## src/hdl/hbf_pkg.sv

```systemverilog
`timescale 1ns / 1ps
`default_nettype none

package hbf_pkg;

  // Filter geometry
  localparam int TAP_COUNT = 39;
  localparam int TAP_W     = 6;
  localparam int CENTRE    = 19;

  // Sample, product and accumulator widths
  localparam int SMP_W  = 16;
  localparam int PROD_W = 32;
  localparam int ACC_W  = 40;
  localparam int OUT_SHIFT = 15;
  localparam int ENTRY_W = 4 * SMP_W;

  // Tag that follows one tap through the read and multiply stages
  typedef struct packed {
    logic             vld;
    logic             last;
    logic [TAP_W-1:0] tap;
  } hbf_tag_t;

  // Half-band coefficient for a tap; up path is doubled, centre clamped
  function automatic logic signed [SMP_W-1:0] tap_coef(input logic [TAP_W-1:0] tap,
                                                       input logic up);
    logic [TAP_W-1:0]        offs;
    logic signed [SMP_W-1:0] base;
    offs = (tap < TAP_W'(CENTRE)) ? (TAP_W'(CENTRE) - tap) : (tap - TAP_W'(CENTRE));
    case (offs)
      6'd1:    base = 16'sd10246;
      6'd3:    base = -16'sd2960;
      6'd5:    base = 16'sd1332;
      6'd7:    base = -16'sd616;
      6'd9:    base = 16'sd266;
      6'd11:   base = -16'sd103;
      6'd13:   base = 16'sd35;
      6'd15:   base = -16'sd10;
      6'd17:   base = 16'sd2;
      6'd19:   base = -16'sd1;
      default: base = 16'sd0;
    endcase
    if (offs == '0) begin
      tap_coef = up ? 16'sd32767 : 16'sd16384;
    end else begin
      tap_coef = up ? (base <<< 1) : base;
    end
  endfunction

endpackage

`default_nettype wire

```

## src/hdl/hbf_hist.sv

```systemverilog
`timescale 1ns / 1ps
`default_nettype none

// Circular sample history: one write and one registered read per cycle
module hbf_hist #(
  parameter int DEPTH = 64,
  parameter int AW    = 6
) (
  input  wire logic                          clk,
  input  wire logic                          rst_n,
  input  wire logic                          wr_en,
  input  wire logic [hbf_pkg::ENTRY_W-1:0]   wr_data,
  output logic      [AW-1:0]                 base,
  input  wire logic [AW-1:0]                 rd_addr,
  input  wire hbf_pkg::hbf_tag_t             rd_tag,
  output logic      [hbf_pkg::ENTRY_W-1:0]   rd_data,
  output hbf_pkg::hbf_tag_t                  rd_tag_q
);

  logic [hbf_pkg::ENTRY_W-1:0] mem [DEPTH];
  logic [DEPTH-1:0]            ent_vld_r;
  logic [AW-1:0]               wp_r;
  logic [AW-1:0]               wp_nxt;
  logic [hbf_pkg::ENTRY_W-1:0] rd_data_r;
  logic                        rd_ok_r;
  hbf_pkg::hbf_tag_t           rd_tag_r;

  // Next write position, wrapping at the depth
  assign wp_nxt = (wp_r == AW'(DEPTH - 1)) ? '0 : wp_r + AW'(1);

  // Oldest tap position once the current item has been written
  assign base = (wp_nxt >= AW'(hbf_pkg::TAP_COUNT)) ?
                (wp_nxt - AW'(hbf_pkg::TAP_COUNT)) :
                (wp_nxt + AW'(DEPTH - hbf_pkg::TAP_COUNT));

  // Storage array
  always_ff @(posedge clk) begin
    if (wr_en) begin
      mem[wp_r] <= wr_data;
    end
    rd_data_r <= mem[rd_addr];
  end

  // Write pointer, entry valid bits and read tag
  always_ff @(posedge clk) begin
    if (!rst_n) begin
      wp_r      <= '0;
      ent_vld_r <= '0;
      rd_ok_r   <= 1'b0;
      rd_tag_r  <= '0;
    end else begin
      if (wr_en) begin
        wp_r            <= wp_nxt;
        ent_vld_r[wp_r] <= 1'b1;
      end
      rd_ok_r  <= ent_vld_r[rd_addr];
      rd_tag_r <= rd_tag;
    end
  end

  // Never-written entries read as zero
  assign rd_data  = rd_ok_r ? rd_data_r : '0;
  assign rd_tag_q = rd_tag_r;

endmodule

`default_nettype wire

```

## config.mk

```make
export PLATFORM = sky130hd
export DESIGN_NAME = hbf_hist
export DESIGN_NICKNAME = d
export VERILOG_FILES = /design/src/hdl/hbf_pkg.sv /design/src/hdl/hbf_hist.sv
export SDC_FILE = /design/constraint.sdc
export NUM_CORES = 2
export LEC_CHECK = 0
export ABC_AREA = 1
export CAP_MARGIN = 20
export CORE_AREA = 4 4 688 554
export DETAILED_ROUTE_END_ITERATION = 10
export DIE_AREA = 0 0 692 558
export DONT_BUFFER_PORTS = 1
export SYNTH_ARGS = -nofsm -noshare
export SYNTH_HDL_FRONTEND = slang
export SYNTH_SLANG_ARGS = --single-unit
```

## constraint.sdc

```tcl
create_clock -name clk -period 5.9 [get_ports clk]
set_input_delay 1.18 -clock clk [delete_from_list [all_inputs] [get_ports clk]]
set_output_delay 1.18 -clock clk [all_outputs]
set_load 0.02 [all_outputs]
```

==> metrics.csv <==
metric,value,unit
viasPerCell,5.866,
netlist.area_leader.share,0.7325,
fin_util,0.5010,
run_status,"finished, violations left",
p_per_area,335.7,mW/mm^2
ctsHoldBuffers,0,
vdd_drop_max,0.2610,mV
cts_resized,0,
num_rows,201,
synth_area,0.1679,mm^2
grt_pass1_wl,768.6,mm
end_kind,register,
finalNetCount,13685,
yosys.area_share.simple,0.2224,
wl,544.9,mm
overflow,0,
area_delta_synth_final,11.51,%
synth_top_family_by_area,simple AND/OR/NAND/NOR gates,
grt_pass1_vias,103688,
fin_ws,0.06262,ns
synth_top_flop_cell,edfxtp_1,
synth_compound_area_frac,0.0005067,
numPortBuffers,0,
synth_adder_area_share,0.0001490,
violations,max-slew violations,
finalSetupTns,0,ns
cts_inserted_buffers,421,
die_y,558,um
synthCells,13848,
hold_viol,0,
skew,0.07494,ns
dpl.hpwl,252.9,mm
hold_path.class,in2reg,
clkLatencyLatePin,1.01,ns
finalWeightedCongestion,0.7885,
dpl.cell_count,18150,
synth_enable_flop_cells,4096,
crit_type,in2reg,
crit_arrival,6.66,ns
rsz0062_at_grt,no,
synthMuxAreaShare,0,
maxCapViolations,0,
hold_slack,0.2840,ns
start_util,0.4493,
ys_async_sr_fraction,0,
die_x,692,um
min_period_over_period,0.9894,
clk_pin_slew,0.06,ns
die_area,0.3861,mm^2
required,6.72,ns
grt_max_degree,1042,
worst_pin_slew,3.822,ns
syn_avg_cell_area,12.13,um^2
setup_viol,0,
htree_levels,5,
leakage,65.02,nW
fmax,0.1713,GHz
grt.total_usage,0.2751,
post_cts_buffers,0,
startpoint_type,input port,
drcViolationCount,0,
dr_total_vias,111117,
clockBufferDepth,4,
drive_above_1_share,0.06754,
crit_fanout,1041,
yosys-top-cells-area,"edfxtp_1, nand3_1, nand2_1",
core_area,0.3737,mm^2
post_synth_xor_area_fraction,0.0003130,
post-place-ws,0.8603,ns
drv_slew,578,
ios,159,
drtIter0Drc,16243,
antenna_left,0,
layout_min_cycle_time,5.837,ns
first_pass_iters,6,
cts_tree,yes,
synth_warnings,0,
ys_seq_area_frac,0.7496,
cts-root-buf,clkbuf_16,
wl_per_cell,28.76,um
synth-seq-cells,4239,
synth_fp_nets,13931,
relSlewSlack,-1.548,
layout.cells.non_filler,18943,
yosysUniqueCellTypes,24,
antenna_found_initial,13,
yosysTopAreaCell,edfxtp_1,
cts.sinks,4239,
## placed cells by master (no fill, tap or decap), types with 2 or more instances in the layout
| cell type | count |
|---|---|
| diode_2 | 7 |
| clkinv_4 | 2 |
| inv_1 | 97 |
| clkinv_2 | 95 |
| clkinv_8 | 6 |
| xnor2_1 | 2 |
| inv_6 | 11 |
| buf_12 | 81 |
| nor3_1 | 5 |
| nand2_1 | 4244 |
| bufinv_16 | 36 |
| xor2_1 | 4 |
| buf_4 | 165 |
| o21ai_0 | 6 |
| nor2_1 | 151 |
| clkbuf_16 | 428 |
| clkinv_16 | 3 |
| dfxtp_1 | 142 |
| buf_16 | 8 |
| and2_1 | 64 |
| clkinv_1 | 81 |
| nor2_4 | 64 |
| inv_8 | 5 |
| nand3_1 | 4028 |
| a21oi_1 | 5 |
| inv_16 | 3 |
| ha_1 | 2 |
| edfxtp_1 | 4096 |
| clkbuf_8 | 20 |
| clkinvlp_4 | 12 |
| clkbuf_1 | 87 |
## synthesized netlist by cell type (all sizes together), types with 4 or more instances
cell type	n
a21oi	5
and2	64
buf	651
clkbuf	273
dfxtp	143
edfxtp	4096
inv	104
nand2	4244
nand3	4028
nor2	215
nor3	5
o21ai	6
xor2	4
## per-layer routing
layer / global-route usage / part of all wire / up-vias
li1: - / - / 48811
met3: 0.04554 / 0.10 / 1019
met5: 0 / 0.00012 / -
met4: 0.1028 / 0.043 / 10
met2: 0.4381 / 0.45 / 6129
met1: 0.3819 / 0.40 / 55148
## through the flow
stage / power, mW / cell area [um^2]
2_1_floorplan: 35.97 / 167900
3_3_place_gp: 36.78 / 173500
3_5_place_dp: 36.80 / 173500
4_1_cts: 63.05 / 187200
5_1_grt: 64.62 / 187200
6_report: 62.85 / 187200
## path summary, 6_finish.rpt
kind / start / slack [ns] / cells after the start / end
setup / recovery: rd_addr[1] / 0.06 / 9 / rd_data_r[20]
hold / removal: wr_data[6] / 0.28 / 0 / mem[25][6]
setup reg to reg: wp_r[1] / 2.50 / 4 / mem[1][0]
hold reg to reg: ent_vld_r[32] / 0.47 / 2 / ent_vld_r[32]
## critical path, cell delays in order
cell and delay, ns:
inv_8 1.97, buf_4 0.44, buf_4 0.37, nand3_1 0.12, nand3_1 0.09, nand3_1 0.12, nand3_1 0.14, nand3_1 0.16
and2_1 0.21
## sequential cells by signal (all words and copies together) (netlist names)
register   count
wp_r           6
rd_data_r     64
mem         4096
ent_vld_r     64
rd_ok_r        1
rd_tag_q       8
## layout make-up
| type | count | area [um^2] |
|---|---|---|
| Tap cell | 4973 | 6222 |
| Fill cell | 32268 | 186500 |
| Timing Repair Buffer | 255 | 3092 |
| Inverter | 104 | 432.9 |
| Clock inverter | 249 | 2308 |
| Multi-Input combinational cell | 8581 | 37980 |
| Antenna cell | 7 | 17.52 |
| Clock buffer | 535 | 11310 |
| Sequential cell | 4239 | 125900 |
## kinds of logic after synthesis
| group | after synthesis |
|---|---|
| adders and majority gates | 2 |
| and+or+nand+nor | 8558 |
| DFF | 4239 |
| AOI/OAI and AO/OA | 15 |
| xor gates and xnor gates | 6 |
| buffers and inverters | 1028 |
## power by group
| part | total (mW) | internal [mW] | switching [mW] |
|---|---|---|---|
| clock network | 26.6 | 15.1 | 11.5 |
| logic | 2.79 | 0.844 | 1.95 |
| registers | 33.4 | 33.2 | 0.219 |
(Power assumes the default switching activity.)
