==> src/hdl/hbf_pkg.sv <==
`timescale 1ns / 1ps
`default_nettype none

package hbf_pkg;

  // Filter geometry
  localparam int TAP_COUNT = 39;
  localparam int TAP_W     = 6;
  localparam int CENTRE    = 19;

  // Sample, product and accumulator widths
  localparam int SMP_W  = 16;
  localparam int PROD_W = 32;
  localparam int ACC_W  = 40;
  localparam int OUT_SHIFT = 15;
  localparam int ENTRY_W = 4 * SMP_W;

  // Tag that follows one tap through the read and multiply stages
  typedef struct packed {
    logic             vld;
    logic             last;
    logic [TAP_W-1:0] tap;
  } hbf_tag_t;

  // Half-band coefficient for a tap; up path is doubled, centre clamped
  function automatic logic signed [SMP_W-1:0] tap_coef(input logic [TAP_W-1:0] tap,
                                                       input logic up);
    logic [TAP_W-1:0]        offs;
    logic signed [SMP_W-1:0] base;
    offs = (tap < TAP_W'(CENTRE)) ? (TAP_W'(CENTRE) - tap) : (tap - TAP_W'(CENTRE));
    case (offs)
      6'd1:    base = 16'sd10246;
      6'd3:    base = -16'sd2960;
      6'd5:    base = 16'sd1332;
      6'd7:    base = -16'sd616;
      6'd9:    base = 16'sd266;
      6'd11:   base = -16'sd103;
      6'd13:   base = 16'sd35;
      6'd15:   base = -16'sd10;
      6'd17:   base = 16'sd2;
      6'd19:   base = -16'sd1;
      default: base = 16'sd0;
    endcase
    if (offs == '0) begin
      tap_coef = up ? 16'sd32767 : 16'sd16384;
    end else begin
      tap_coef = up ? (base <<< 1) : base;
    end
  endfunction

endpackage

`default_nettype wire

==> src/hdl/hbf_merge.sv <==
`timescale 1ns / 1ps
`default_nettype none

// Merge: scale and saturate the four lane sums into the output register
module hbf_merge (
  input  wire logic                                  clk,
  input  wire logic                                  rst_n,
  input  wire logic                                  load,
  input  wire logic signed [hbf_pkg::ACC_W-1:0]      acc_dl,
  input  wire logic signed [hbf_pkg::ACC_W-1:0]      acc_dr,
  input  wire logic signed [hbf_pkg::ACC_W-1:0]      acc_ul,
  input  wire logic signed [hbf_pkg::ACC_W-1:0]      acc_ur,
  input  wire logic                                  out_ready,
  output logic                                       out_valid,
  output logic signed      [hbf_pkg::SMP_W-1:0]      out_down_left,
  output logic signed      [hbf_pkg::SMP_W-1:0]      out_down_right,
  output logic signed      [hbf_pkg::SMP_W-1:0]      out_up_left,
  output logic signed      [hbf_pkg::SMP_W-1:0]      out_up_right
);

  localparam int SH_W = hbf_pkg::ACC_W - hbf_pkg::OUT_SHIFT;

  logic                              ov_r;
  logic signed [hbf_pkg::SMP_W-1:0]  dl_r, dr_r, ul_r, ur_r;

  // Floor shift by 15, then clamp to 16 bits
  function automatic logic signed [hbf_pkg::SMP_W-1:0] scale_sat(
      input logic signed [hbf_pkg::ACC_W-1:0] a);
    logic signed [SH_W-1:0] sh;
    sh = SH_W'(a >>> hbf_pkg::OUT_SHIFT);
    if (sh > SH_W'(32767)) begin
      scale_sat = 16'sh7fff;
    end else if (sh < -SH_W'(32768)) begin
      scale_sat = -16'sh8000;
    end else begin
      scale_sat = hbf_pkg::SMP_W'(sh);
    end
  endfunction

  // Result payload
  always_ff @(posedge clk) begin
    if (load) begin
      dl_r <= scale_sat(acc_dl);
      dr_r <= scale_sat(acc_dr);
      ul_r <= scale_sat(acc_ul);
      ur_r <= scale_sat(acc_ur);
    end
  end

  // Result valid
  always_ff @(posedge clk) begin
    if (!rst_n) begin
      ov_r <= 1'b0;
    end else if (load) begin
      ov_r <= 1'b1;
    end else if (out_ready) begin
      ov_r <= 1'b0;
    end
  end

  assign out_valid      = ov_r;
  assign out_down_left  = dl_r;
  assign out_down_right = dr_r;
  assign out_up_left    = ul_r;
  assign out_up_right   = ur_r;

endmodule

`default_nettype wire
==> config.mk <==
export PLATFORM = sky130hd
export DESIGN_NAME = hbf_merge
export DESIGN_NICKNAME = d
export VERILOG_FILES = /design/src/hdl/hbf_pkg.sv /design/src/hdl/hbf_merge.sv
export SDC_FILE = /design/constraint.sdc
export NUM_CORES = 1
export LEC_CHECK = 0
export BUFFER_PORTS_ARGS = -buffer_cell sky130_fd_sc_hd__buf_2
export CAP_MARGIN = 20
export CORE_ASPECT_RATIO = 0.5
export CORE_MARGIN = 2
export CORE_UTILIZATION = 45
export DETAILED_ROUTE_END_ITERATION = 12
export MAX_ROUTING_LAYER = met4
export PLACE_DENSITY = 0.95
export SETUP_SLACK_MARGIN = 0.1
export SLEW_MARGIN = 25
export SYNTH_ARGS = -nofsm -noshare
export SYNTH_HDL_FRONTEND = slang
export SYNTH_SLANG_ARGS = --single-unit
export TNS_END_PERCENT = 100
==> constraint.sdc <==
create_clock -name clk -period 5.4 [get_ports clk]
set_input_delay 1.08 -clock clk [delete_from_list [all_inputs] [get_ports clk]]
set_output_delay 1.08 -clock clk [all_outputs]
set_load 0.01 [all_outputs]
==> impl_metrics.tcl <==
set metrics [dict create \
    ir_worst_vdd_mv 0.1795 \
    yosys.area_share.adder_pct 0 \
    internal_power_mw 1.072 \
    drt_iter0_drc 230 \
    antenna_left 0 \
    die_y_um 65.16 \
    hold_path_depth 2 \
    cts_root_buffer "clkbuf_16" \
    status "finished, final reports clean" \
    row_count 22 \
    grt_pass1_wl_um 13250 \
    drc 0 \
    maxSlewHeadroom_pct 48.55 \
    dp_hpwl_um 6097 \
    slew_viol_final 0 \
    crit_type "input port to flip-flop" \
    grt_pass1_vias 2618 \
    dieWidth_um 126.3 \
    timing.final.crit_period_ns 2.286 \
    slowest_delay_ns 0.68 \
    grt_overflow 0 \
    synth-xor-area-share_pct 0 \
    dp_slack_ns 2.831 \
    final.setup.worst_slack_ns 3.114 \
    synth_area_per_cell_um2 13.68 \
    path_max_fanout 15 \
    cp.arrival_ns 2.35 \
    synthSimpleGateAreaFrac_pct 21.08 \
    grt_start_max_net_pins 56 \
    cts_buffers 9 \
    antenna_found_initial 0 \
    p_sw_share_pct 22.94 \
    cts.clk_slew.worst_paths_ns 0.06 \
    port_buffers 168 \
    skew_ns 0 \
    htree_num_levels 3 \
    synth_cells 246 \
    cts.sinks 65 \
    drt_wl_total_um 8685 \
    synth_mux_area_share_pct 0 \
    finalCritPeriodShare_pct 42.34 \
    hold_violations 0 \
    tns_ns 0 \
    powerDensity_nw_per_um2 309.9 \
    cts_setup_buffers 0 \
    setup_viol 0 \
    crit_slowest_cell "or3_1" \
    yosys_register_bits 65 \
    die_area_um2 8229 \
    wl_per_cell_um 17.44 \
    grtUsageTotal_pct 21.03 \
    drive_gt1_share_pct 56.22 \
    cts_tree "yes" \
    hp-class "flip-flop to flip-flop" \
    finalNetCount 561 \
    yosysUniqueCellTypes 27 \
    clkPwrFrac_pct 43.5 \
    synth_nets 410 \
    clk_latency_ns 0.31 \
    rsz0062_at_grt "false" \
    vias 2793 \
    path_cells "buf_2 -> or3_1 -> nor4_1 -> o2bb2ai_1" \
    p_seq_share_pct 43.8 \
    synth_top_family_by_area "simple AND/OR/NAND/NOR gates" \
    p_leak_nw 1.695 \
    clock.fmax_mhz 437.4 \
    synth_compound_area_share_pct 15.69 \
    area_delta_synth_final_pct 33.38 \
    drv_cap 0 \
    cts_resized 0 \
    worstMarginPinSlew_ns 0.7718 \
    comb_power_share_pct 12.6 \
    cts.hold.buffers_added 0 \
    ys_warn_count 0 \
    n_antenna_cell 0 \
    critical_path_required_ns 5.46 \
    syn_area_um2 3366 \
    drt-pass1-iter-count 4 \
    power_switching_mw 0.3191 \
    r2r_cells 2 \
    start_util_pct 46.14 \
    gp_congestion 0.8852 \
    end_kind "flip-flop" \
    vias_per_cell 5.608 \
    cts.path.max_buffers 2 \
    ys_seq_area_share_pct 57.70 \
    io_pins 229 \
    cp-start-kind "input port" \
    coreArea_um2 7295 \
]
[logic make-up after synthesis]
| group | after synthesis |
|---|---|
| flops | 65 |
| simple gates | 87 |
| buf+inv | 31 |
| compound gates | 63 |
[worst paths after layout]
check,end,slack [ns],start
worst max register to register,out_valid,4.73,out_valid
worst min register to register,out_valid,0.57,out_valid
worst max-delay path,out_up_left[9],3.11,acc_ul[38]
worst min-delay path,out_valid,0.57,out_valid
[cell usage after synthesis]
cell	count	area (um2)
edfxtp_1	64	1922
o2bb2ai_1	33	289.0
nor4_2	30	375.4
clkbuf_1	17	63.81
nand2_1	16	60.06
nor4_1	16	100.1
a21o_1	15	112.6
o32ai_1	12	105.1
buf_2	6	30.03
buf_6	4	45.04
nand3_1	4	20.02
or2_2	3	18.77
or3_1	3	18.77
or4_4	3	33.78
and3_1	2	12.51
and4_1	2	17.52
and4_2	2	20.02
buf_1	2	7.510
buf_12	2	40.04
nand4_1	2	12.51
nor3_1	2	10.01
a31oi_1	1	6.260
dfxtp_1	1	20.02
nor2_1	1	3.750
nor2b_1	1	6.260
o21a_1	1	7.510
o31ai_1	1	7.510
[per-stage QoR]
| step | area [um2] | cells | hold WS (ns) | total power [mW] | util (%) |
|---|---|---|---|---|---|
| 6_report | 4489 | 498 | 0.5699 | 1.391 | 61.54 |
| 5_1_grt | 4489 | 498 | 0.6138 | 1.439 | 61.54 |
| 4_1_cts | 4489 | 498 | 0.5748 | 1.397 | 61.54 |
| 3_5_place_dp | 4169 | 482 | 0.5571 | 0.7934 | 57.15 |
| 3_3_place_gp | 4163 | 482 | 0.5556 | 0.7863 | 57.07 |
| 2_1_floorplan | 3366 | 246 | 0.6137 | 0.6919 | - |
[critical path, delay by kind of cell]
kind	cells	cell delay, ns
buf+inv	1	0.11
compound gates	1	0.12
simple gates	2	1.03
[flip-flops by register name, summed over array words and instances, names as in the netlist]
signal / flops
out_down_left: 16
out_down_right: 16
out_up_left: 16
out_up_right: 16
out_valid: 1
[area by class of cell]
type | count | area, um2
clock buffer | 9 | 225.2
clock inverter | 7 | 95.09
fill | 563 | 2805
multi-input combinational | 150 | 1244
sequential | 65 | 1942
tap | 96 | 120.1
timing repair buffer | 171 | 863.3
[per-layer routing]
metal	global-route usage, %	vias to the layer above	part of all wire (%)
met5	-	-	0
met3	3.990	14	4.0
li1	-	1328	-
met1	25.00	1361	40
met4	5.769	0	1.8
met2	37.57	90	54
[layout by cell type (no fill, tap or decap)]
cell type and n:
nor4_2 30, a31oi_2 1, o21a_1 1, buf_2 168, and4_2 2, nand3_1 4
edfxtp_1 64, nor4_1 16, and4_1 2, bufinv_16 2, and3_1 2, clkinvlp_4 4
or3_1 3, buf_4 3, nor2_1 1, clkbuf_16 9, or4_4 3, clkinv_2 1
dfxtp_1 1, nor2b_1 1, nand4_1 2, a21o_1 15, or2_2 3, nand2_1 16
o31ai_1 1, nor3_1 2, o32ai_1 12, o2bb2ai_1 33
[power by group through the flow]
stage	sequential (mW)	combinational [mW]	clock [mW]
2_1_floorplan	0.644	0.0482	0
3_3_place_gp	0.618	0.168	0
3_5_place_dp	0.620	0.174	0
4_1_cts	0.610	0.175	0.612
5_1_grt	0.613	0.189	0.637
6_report	0.610	0.175	0.606
Power figures use the tool's default switching activity.
