## src/hdl/hbf_pkg.sv

```systemverilog
`timescale 1ns / 1ps
`default_nettype none

package hbf_pkg;

  // Filter geometry
  localparam int TAP_COUNT = 39;
  localparam int TAP_W     = 6;
  localparam int CENTRE    = 19;

  // Sample, product and accumulator widths
  localparam int SMP_W  = 16;
  localparam int PROD_W = 32;
  localparam int ACC_W  = 40;
  localparam int OUT_SHIFT = 15;
  localparam int ENTRY_W = 4 * SMP_W;

  // Tag that follows one tap through the read and multiply stages
  typedef struct packed {
    logic             vld;
    logic             last;
    logic [TAP_W-1:0] tap;
  } hbf_tag_t;

  // Half-band coefficient for a tap; up path is doubled, centre clamped
  function automatic logic signed [SMP_W-1:0] tap_coef(input logic [TAP_W-1:0] tap,
                                                       input logic up);
    logic [TAP_W-1:0]        offs;
    logic signed [SMP_W-1:0] base;
    offs = (tap < TAP_W'(CENTRE)) ? (TAP_W'(CENTRE) - tap) : (tap - TAP_W'(CENTRE));
    case (offs)
      6'd1:    base = 16'sd10246;
      6'd3:    base = -16'sd2960;
      6'd5:    base = 16'sd1332;
      6'd7:    base = -16'sd616;
      6'd9:    base = 16'sd266;
      6'd11:   base = -16'sd103;
      6'd13:   base = 16'sd35;
      6'd15:   base = -16'sd10;
      6'd17:   base = 16'sd2;
      6'd19:   base = -16'sd1;
      default: base = 16'sd0;
    endcase
    if (offs == '0) begin
      tap_coef = up ? 16'sd32767 : 16'sd16384;
    end else begin
      tap_coef = up ? (base <<< 1) : base;
    end
  endfunction

endpackage

`default_nettype wire

```

## src/hdl/hbf_lane.sv

```systemverilog
`timescale 1ns / 1ps
`default_nettype none

// One channel: registered multiply then accumulate, one tap per cycle
module hbf_lane (
  input  wire logic                                clk,
  input  wire logic                                rst_n,
  input  wire logic                                clr,
  input  wire logic signed [hbf_pkg::SMP_W-1:0]    smp,
  input  wire logic signed [hbf_pkg::SMP_W-1:0]    coef,
  input  wire hbf_pkg::hbf_tag_t                   tag,
  output logic signed      [hbf_pkg::ACC_W-1:0]    acc,
  output logic                                     done
);

  logic signed [hbf_pkg::PROD_W-1:0] prod_r;
  logic                              pv_r;
  logic                              pl_r;
  logic signed [hbf_pkg::ACC_W-1:0]  acc_r;
  logic                              done_r;

  // Product stage
  always_ff @(posedge clk) begin
    prod_r <= hbf_pkg::PROD_W'(smp) * hbf_pkg::PROD_W'(coef);
  end

  // Control flags and accumulator
  always_ff @(posedge clk) begin
    if (!rst_n) begin
      pv_r   <= 1'b0;
      pl_r   <= 1'b0;
      acc_r  <= '0;
      done_r <= 1'b0;
    end else begin
      pv_r <= tag.vld;
      pl_r <= tag.last;
      if (clr) begin
        acc_r  <= '0;
        done_r <= 1'b0;
      end else if (pv_r) begin
        acc_r  <= acc_r + hbf_pkg::ACC_W'(prod_r);
        done_r <= pl_r;
      end
    end
  end

  assign acc  = acc_r;
  assign done = done_r;

endmodule

`default_nettype wire

```

## config.mk

```make
export PLATFORM = sky130hd
export DESIGN_NAME = hbf_lane
export DESIGN_NICKNAME = d
export VERILOG_FILES = /design/src/hdl/hbf_pkg.sv /design/src/hdl/hbf_lane.sv
export SDC_FILE = /design/constraint.sdc
export NUM_CORES = 1
export LEC_CHECK = 0
export ABC_AREA = 1
export BUFFER_PORTS_ARGS = -buffer_cell sky130_fd_sc_hd__clkbuf_2
export CORE_MARGIN = 2
export CORE_UTILIZATION = 45
export CTS_BUF_LIST = sky130_fd_sc_hd__clkbuf_4 sky130_fd_sc_hd__clkbuf_8 sky130_fd_sc_hd__clkbuf_16
export DETAILED_ROUTE_END_ITERATION = 6
export PLACE_DENSITY_LB_ADDON = 0.25
export SYNTH_ARGS = -nofsm -noshare
export SYNTH_HDL_FRONTEND = slang
export SYNTH_SLANG_ARGS = --single-unit
```

## constraint.sdc

```tcl
create_clock -name clk -period 5.8 [get_ports clk]
set_input_delay 0 -clock clk [delete_from_list [all_inputs] [get_ports clk]]
set_output_delay 0 -clock clk [all_outputs]
set_load 0.01 [all_outputs]
```

==> results of run 1 <==
## final timing paths
kind                                     startpoint                    to  slack, ps
worst max-delay path                        coef[4]    prod_r[30]$_DFF_P_        480
worst min-delay path                         smp[0]     prod_r[0]$_DFF_P_        140
worst max register to register  acc[0]$_SDFFE_PP0P_  acc[28]$_SDFFE_PP0P_       3240
worst min register to register      pl_r$_SDFF_PN0_     done$_SDFFE_PP0P_        440
## area by class of cell
class | count | area [um2]
inverter | 567 | 2130
fill | 3503 | 17600
sequential | 75 | 1500
tap | 455 | 569
timing repair buffer | 99 | 561
multi-input combinational | 1457 | 11800
clock buffer | 9 | 225
clock inverter | 6 | 90.1
## flip-flops by register name (all words and copies together) (netlist names)
register  flops
pl_r          1
acc          40
pv_r          1
done          1
prod_r       32
## cell families (layout without fill, tap and decap cells)
family	count (synthesis)	after routing	share of synthesized area [%]
xor+xnor	53	53	2.95
compound gates	171	171	6.56
buf+inv	638	681	15.3
flops	75	75	9.55
fa+ha+maj	384	384	43.1
simple gates	849	849	22.5
## Yosys cell counts, types with 2 or more instances
cell	instances	area (um2)
buf_1	3	11.3
ha_1	121	1510
inv_2	3	11.3
nand2_1	522	1960
nor3_1	4	20.0
xor2_1	35	307
nand3b_1	2	15.0
nand4_1	23	144
a21oi_1	65	325
o21bai_1	10	75.1
or2_2	4	25.0
dfxtp_1	75	1500
clkbuf_1	66	248
a221oi_1	2	17.5
nand3_2	2	20.0
xnor2_1	18	158
a21oi_2	7	61.3
a31o_1	2	17.5
buf_2	2	10.0
nor2_1	180	676
nand2b_1	2	12.5
a21boi_0	2	15.0
fa_1	263	5270
nand2_2	29	181
or2_1	2	12.5
o21ai_0	41	205
nor2_2	14	87.6
o21ai_1	16	80.1
o21ai_2	4	35.0
a31oi_1	4	25.0
nor2_4	6	67.6
a21boi_2	2	22.5
nor4_1	4	25.0
nand3_1	52	260
inv_1	564	2120
a21o_1	7	52.6
## critical path, stage by stage
cell	delay [ps]
clkbuf_2	350
nand2_1	230
fa_1	580
inv_1	70
fa_1	730
inv_1	160
fa_1	510
inv_1	60
fa_1	550
fa_1	430
fa_1	440
ha_1	350
nand2_1	100
nand2_1	70
a221oi_1	370
o21ai_0	150
nor2_1	230
nand2_1	80
nand2_1	60
nand2_1	40
## per-layer routing
| metal | routed length [um] | track usage (%) |
|---|---|---|
| met4 | 866 | 6.23 |
| met3 | 1540 | 1.86 |
| met5 | 0 | 0 |
| met1 | 18000 | 30.8 |
| met2 | 19700 | 41.3 |
## metrics by stage
stage	hold slack (ps)	setup slack, ps	instance area [um2]	util [%]	instances
floorplan	93.5	617	15700	-	2170
global placement	184	192	16500	48.0	2649
detailed placement	193	142	16500	48.0	2649
CTS	129	510	16900	49.0	2668
global route	157	217	16900	49.0	2668
finish	142	476	16900	49.0	2668
==> reports/qor.txt, run 1 <==
GRT Total Usage -> 23.4%
Clock Latency Late Sink -> 360 ps
IO Pins -> 84
Relative slew margins -> 52.4%
initial antenna violation count -> 0
CTS sink cnt -> 75
vias in the first global route -> 13600
GRT overflow -> 0
core area -> 34500 um2
crit path time final -> 5320 ps
via count -> 13100
Async S/R FF share, synth -> 0%
final hold violations -> 0
Hold Crit Depth -> 4
commonest non-fill, non-tap cell in the layout -> inv_1
sequential fraction of the synthesis area -> 9.55%
post-CTS sizing -> 0
die height -> 191 um
WP data required -> 6040 ps
synthesized instance count -> 2170
Fin Setup TNS -> 0 ps
Slew Limit Fails -> 0
Clock Skew -> 18.3 ps
number of max-cap violations -> 0
Avg Cell Area, Syn -> 7.24 um2
Initial Utilization -> 45.6%
RSZ-0062 raised after global routing -> no
CP Class -> in2reg
Starting DRT DRC Count -> 721
routed len/inst -> 15.0 um
synthesized net count -> 2597
Root Buffer -> clkbuf_16
Cell variety after synth -> 48
DIE AREA -> 36400 um2
Placer Congestion -> 0.942
#FFs+latches synth -> 75
Port Buffers -> 77
Rows -> 68
Max Clk Rate -> 0.188 GHz
hold bufs inserted after CTS -> 4
ys flop type -> dfxtp_1
fin crit share -> 91.8%
CP Capture Type -> flip-flop
# diodes -> 0
final setup vio count -> 0
TritonRoute pass-1 iters -> 6
critical path arrival -> 5570 ps
first-pass GRT wire length -> 67.5 mm
area grow syn2layout -> 7.49%
Clock transition at path regs -> 60 ps
largest net degree at the start of global routing -> 65
Max clock buf depth -> 2
postcts setup bufs -> 0
Nets -> 2636
post-DP HPWL -> 34.9 mm
CTS buffer count -> 9
EDFF count, synth -> 0
routed vias/inst -> 4.92
CP Launch Type -> input port
CP Max Fanout -> 16
DRC viols -> 0
CTS tree -> done
Syn. warnings -> 0
Die Width -> 191 um
Antenna Nets Post-Route -> 0
worst reg-to-reg path cell count -> 15
outcome -> finished clean
Worst-Margin Slew -> 713 ps
Mapped Area -> 15700 um2
layout cell share with drive strength beyond 1 -> 8.59%
worst min path class -> in2reg
drt total wl -> 40.1 mm
H-tree levels -> 3
most frequent cells in the layout -> inv_1, nand2_1, fa_1
Power of run 1 is not shown: default switching activity piles up to over one toggle a cycle in this logic, so the estimate is an artifact.
==> run 2, diff against run 1 <==
CELL_PAD_IN_SITES_DETAIL_PLACEMENT = 0   (was default)
CELL_PAD_IN_SITES_GLOBAL_PLACEMENT = 1   (was default)
CORE_ASPECT_RATIO = 0.75   (was default)
==> run 2 against run 1 <==
First-iteration DRC count up 33%. Wire length up 7.5%. Final area up 0.51%. Hold slack about the same. Critical path depth down 3. Die area about the same. Highest routed layer is now met5.
==> reports/qor.txt, run 2 (synthesized netlist as in run 1, its figures left out) <==
post-DP HPWL -> 37.5 mm (was 34.9 mm)
CP Class -> in2reg (unchanged)
most frequent cells in the layout -> inv_1, nand2_1, fa_1 (unchanged)
worst slack, placed -> -132 ps (was 142 ps)
CP Launch Type -> input port (unchanged)
DRC viols -> 0 (unchanged)
Clock Skew -> 8.33 ps (was 18.3 ps)
RSZ-0062 raised after global routing -> no (unchanged)
worst min path class -> in2reg (unchanged)
Clock Latency Late Sink -> 360 ps (about the same)
Antenna Nets Post-Route -> 0 (unchanged)
vias in the first global route -> 13500 (was 13600)
core area -> 34500 um2 (about the same)
routed len/inst -> 16.1 um (was 15.0 um)
routed vias/inst -> 4.94 (was 4.92)
WHS -> 141 ps (was 142 ps)
via count -> 13200 (was 13100)
Util after Layout -> 49.1% (was 49.0%)
drt total wl -> 43.1 mm (was 40.1 mm)
Placer Congestion -> 0.961 (was 0.942)
TritonRoute pass-1 iters -> 5 (was 6)
Initial Utilization -> 45.5% (was 45.6%)
number of max-cap violations -> 0 (unchanged)
Largest register FFs -> 40 (unchanged)
metal2 WL -> 17.5 mm (was 19.7 mm)
CP Max Fanout -> 16 (unchanged)
DIE AREA -> 36400 um2 (about the same)
GRT overflow -> 0 (unchanged)
CTS tree -> done (unchanged)
CTS sink cnt -> 75 (unchanged)
Slew Limit Fails -> 0 (unchanged)
commonest non-fill, non-tap cell in the layout -> inv_1 (unchanged)
IO Pins -> 84 (unchanged)
critical path arrival -> 5630 ps (was 5570 ps)
first-pass GRT wire length -> 71.9 mm (was 67.5 mm)
top sig layer -> met5 (was met4)
Nets -> 2648 (was 2636)
crit path time final -> 5340 ps (was 5320 ps)
Max Clk Rate -> 0.187 GHz (was 0.188 GHz)
Clock transition at path regs -> 60 ps (about the same)
outcome -> finished clean (unchanged)
Port Buffers -> 77 (unchanged)
largest net degree at the start of global routing -> 60 (was 65)
layout cell share with drive strength beyond 1 -> 9.12% (was 8.59%)
final worst slack -> 459 ps (was 476 ps)
Die Width -> 220 um (was 191 um)
area grow syn2layout -> 8.04% (was 7.49%)
Root Buffer -> clkbuf_16 (unchanged)
die height -> 166 um (was 191 um)
Max clock buf depth -> 2 (unchanged)
GRT Total Usage -> 25.4% (was 23.4%)
Routed met1 length -> 21.5 mm (was 18.0 mm)
WP data required -> 6090 ps (was 6040 ps)
# diodes -> 0 (unchanged)
CP Capture Type -> flip-flop (unchanged)
initial antenna violation count -> 1 (was 0)
metal3 WL -> 3.67 mm (was 1.54 mm)
final hold violations -> 0 (unchanged)
final setup vio count -> 0 (unchanged)
Starting DRT DRC Count -> 962 (was 721)
H-tree levels -> 3 (unchanged)
fin crit share -> 92.1% (was 91.8%)
CTS buffer count -> 9 (unchanged)
Rows -> 59 (was 68)
Worst-Margin Slew -> 822 ps (was 713 ps)
Relative slew margins -> 45.2% (was 52.4%)
[run 2: final timing paths]
| check | start | endpoint | slack, ps | cells after the start |
|---|---|---|---|---|
| max | coef[2] | prod_r[27]$_DFF_P_ | 460 | 17 |
| min | smp[0] | prod_r[0]$_DFF_P_ | 140 | 4 |
| max reg2reg | acc[0]$_SDFFE_PP0P_ | acc[28]$_SDFFE_PP0P_ | 2930 | 15 |
| min reg2reg | pl_r$_SDFF_PN0_ | done$_SDFFE_PP0P_ | 450 | 2 |
[run 2: critical path, cell delays in order]
cell and delay (ps):
clkbuf_2 250, nand2_1 190, inv_1 70, fa_1 620
fa_1 870, fa_1 530, fa_1 500, fa_1 490
inv_1 50, fa_1 470, inv_1 40, ha_1 360
nand2_1 190, nor4_2 430, nand4_1 240, nand3_1 150
xor2_1 160
[run 2: final cells by class]
class	instances	area, um2
clock inverter	5	63.8
multi-input combinational	1457	11800
inverter	567	2130
fill	3540	17600
timing repair buffer	111	651
sequential	75	1500
tap	457	572
clock buffer	10	239
[run 2: repair_timing]
item | in CTS | in global routing
setup endpoints to repair | 0 | 1
setup buffers | 0 | 0
resized for setup | 0 | 1
hold buffers | 4 | 0
hold endpoints to repair | 2 | 0
[run 2: layer usage]
metal | track usage (%) | vias up
met5 | 0 | -
met4 | 3.36 | 2
met3 | 6.45 | 31
met2 | 36.4 | 368
met1 | 39.2 | 6387
li1 | - | 6450
[run 2: through the flow]
stage / instances / instance area (um2) / setup TNS [ps]
floorplan: 2170 / 15700 / 0
global placement: 2663 / 16600 / -139
detailed placement: 2663 / 16600 / -132
CTS: 2682 / 17000 / 0
global route: 2682 / 17000 / 0
finish: 2682 / 17000 / 0
Power of run 2 is left out for the same reason.
==> run 3, diff against run 2 <==
CORE_UTILIZATION = 48   (was 45)
PLACE_DENSITY = 0.84   (was default)
PLACE_DENSITY_LB_ADDON = default   (was 0.25)
==> run 3 against run 2 <==
Wire length is 1.8% lower. Maximum frequency decreased by 2.8%. Flip-flop and latch count unchanged. Global-route usage is 1.4 points higher. Highest routed layer is now met4. Critical path depth is the same.
==> reports/qor.txt, run 3 (synthesized netlist as in run 1, its figures left out) <==
outcome -> finished clean (unchanged)
crit path time final -> 5490 ps (was 5340 ps)
Slew Limit Fails -> 0 (unchanged)
layout cell share with drive strength beyond 1 -> 8.63% (was 9.12%)
Starting DRT DRC Count -> 967 (was 962)
commonest non-fill, non-tap cell in the layout -> inv_1 (unchanged)
vias in the first global route -> 13400 (was 13500)
Clock Latency Late Sink -> 360 ps (about the same)
Initial Utilization -> 48.6% (was 45.5%)
Fin Setup TNS -> 0 ps (unchanged)
CP Capture Type -> flip-flop (unchanged)
routed vias/inst -> 4.98 (was 4.94)
die height -> 161 um (was 166 um)
via count -> 13200 (about the same)
hold bufs inserted after CTS -> 4 (unchanged)
CP Max Fanout -> 16 (unchanged)
Port Buffers -> 77 (unchanged)
WP data required -> 6080 ps (was 6090 ps)
final setup vio count -> 0 (unchanged)
CTS buffer count -> 9 (unchanged)
Largest register FFs -> 40 (unchanged)
Nets -> 2636 (was 2648)
Rows -> 57 (was 59)
CP Launch Type -> input port (unchanged)
RSZ-0062 raised after global routing -> no (unchanged)
CP max-delay cell -> fa_1 (unchanged)
largest net degree at the start of global routing -> 64 (was 60)
Clock Skew -> 7.24 ps (was 8.33 ps)
CTS tree -> done (unchanged)
DIE AREA -> 34200 um2 (was 36400 um2)
initial antenna violation count -> 0 (was 1)
number of max-cap violations -> 0 (unchanged)
Max Clk Rate -> 0.182 GHz (was 0.187 GHz)
Placer Congestion -> 0.950 (was 0.961)
Max clock buf depth -> 2 (unchanged)
GRT Total Usage -> 26.8% (was 25.4%)
most frequent cells in the layout -> inv_1, nand2_1, fa_1 (unchanged)
routed len/inst -> 15.9 um (was 16.1 um)
drt total wl -> 42.3 mm (was 43.1 mm)
worst min path class -> in2reg (unchanged)
Crit path top cell by count -> fa_1 (unchanged)
H-tree levels -> 3 (unchanged)
area grow syn2layout -> 7.13% (was 8.04%)
Worst-Margin Slew -> 867 ps (was 822 ps)
Antenna Nets Post-Route -> 0 (unchanged)
IO Pins -> 84 (unchanged)
# diodes -> 0 (unchanged)
final worst slack -> 306 ps (was 459 ps)
TritonRoute pass-1 iters -> 6 (was 5)
postcts setup bufs -> 0 (unchanged)
first-pass GRT wire length -> 70.5 mm (was 71.9 mm)
CP Class -> in2reg (unchanged)
post-CTS sizing -> 0 (unchanged)
final hold violations -> 0 (unchanged)
worst slack, placed -> 40.0 ps (was -132 ps)
Die Width -> 213 um (was 220 um)
core area -> 32300 um2 (was 34500 um2)
Critical Path Max Stage Delay -> 920 ps (was 870 ps)
Root Buffer -> clkbuf_16 (unchanged)
critical-path cell list -> clkbuf_2, nand2_1, inv_1, fa_1, fa_1, fa_1, fa_1, fa_1, inv_1, fa_1, inv_1, ha_1, nand2_1, nor4_1, nand4_1, nand3_1, xor2_1 (was clkbuf_2, nand2_1, inv_1, fa_1, fa_1, fa_1, fa_1, fa_1, inv_1, fa_1, inv_1, ha_1, nand2_1, nor4_2, nand4_1, nand3_1, xor2_1)
Relative slew margins -> 42.2% (was 45.2%)
DRC viols -> 0 (unchanged)
fin crit share -> 94.7% (was 92.1%)
CTS sink cnt -> 75 (unchanged)
critical path arrival -> 5780 ps (was 5630 ps)
Clock transition at path regs -> 60 ps (about the same)
post-DP HPWL -> 36.4 mm (was 37.5 mm)
GRT overflow -> 0 (unchanged)
## run 3: changes by cell type in the layout (fill, tap and decap cells not counted), sizes merged
cell      before  now
bufinv         1    0
buf           30   18
clkinvlp       1    3
inv          567  568
clkinv         3    2
## run 3: final timing paths
kind / depth (start not counted) / to / slack, ps / from
setup reg to reg: 15 / acc[28]$_SDFFE_PP0P_ / 2970 / acc[0]$_SDFFE_PP0P_
setup / recovery: 17 / prod_r[27]$_DFF_P_ / 310 / coef[2]
hold / removal: 3 / prod_r[0]$_DFF_P_ / 100 / coef[0]
hold reg to reg: 2 / done$_SDFFE_PP0P_ / 450 / pl_r$_SDFF_PN0_
## run 3: final cells by class
class	instances	area, um2
clock buffer	10	233
clock inverter	6	41.3
fill	3260	15500
inverter	567	2130
multi-input combinational	1457	11800
sequential	75	1500
tap	442	553
timing repair buffer	99	561
## run 3: critical path, delay by kind of cell
family        cells  cell delay, ps
xor+xnor          1             170
simple gates      5            1180
fa+ha+maj         7            3870
buf+inv           4             530
## run 3: routing by layer
layer,GRT usage (%),part of all wire (%)
met4,4.45,1.1
met3,6.67,8.4
met1,41.9,50
met2,37.4,40
met5,0,0
## run 3: metrics by stage
step / area, um2 / cells / util, % / hold WS (ps)
floorplan: 15700 / 2170 / - / 93.5
global route: 16800 / 2656 / 52.1 / 139
detailed placement: 16500 / 2636 / 51.1 / 190
global placement: 16500 / 2636 / 51.1 / 183
finish: 16800 / 2656 / 52.1 / 101
CTS: 16800 / 2656 / 52.1 / 87.5
Power of run 3 is left out for the same reason.
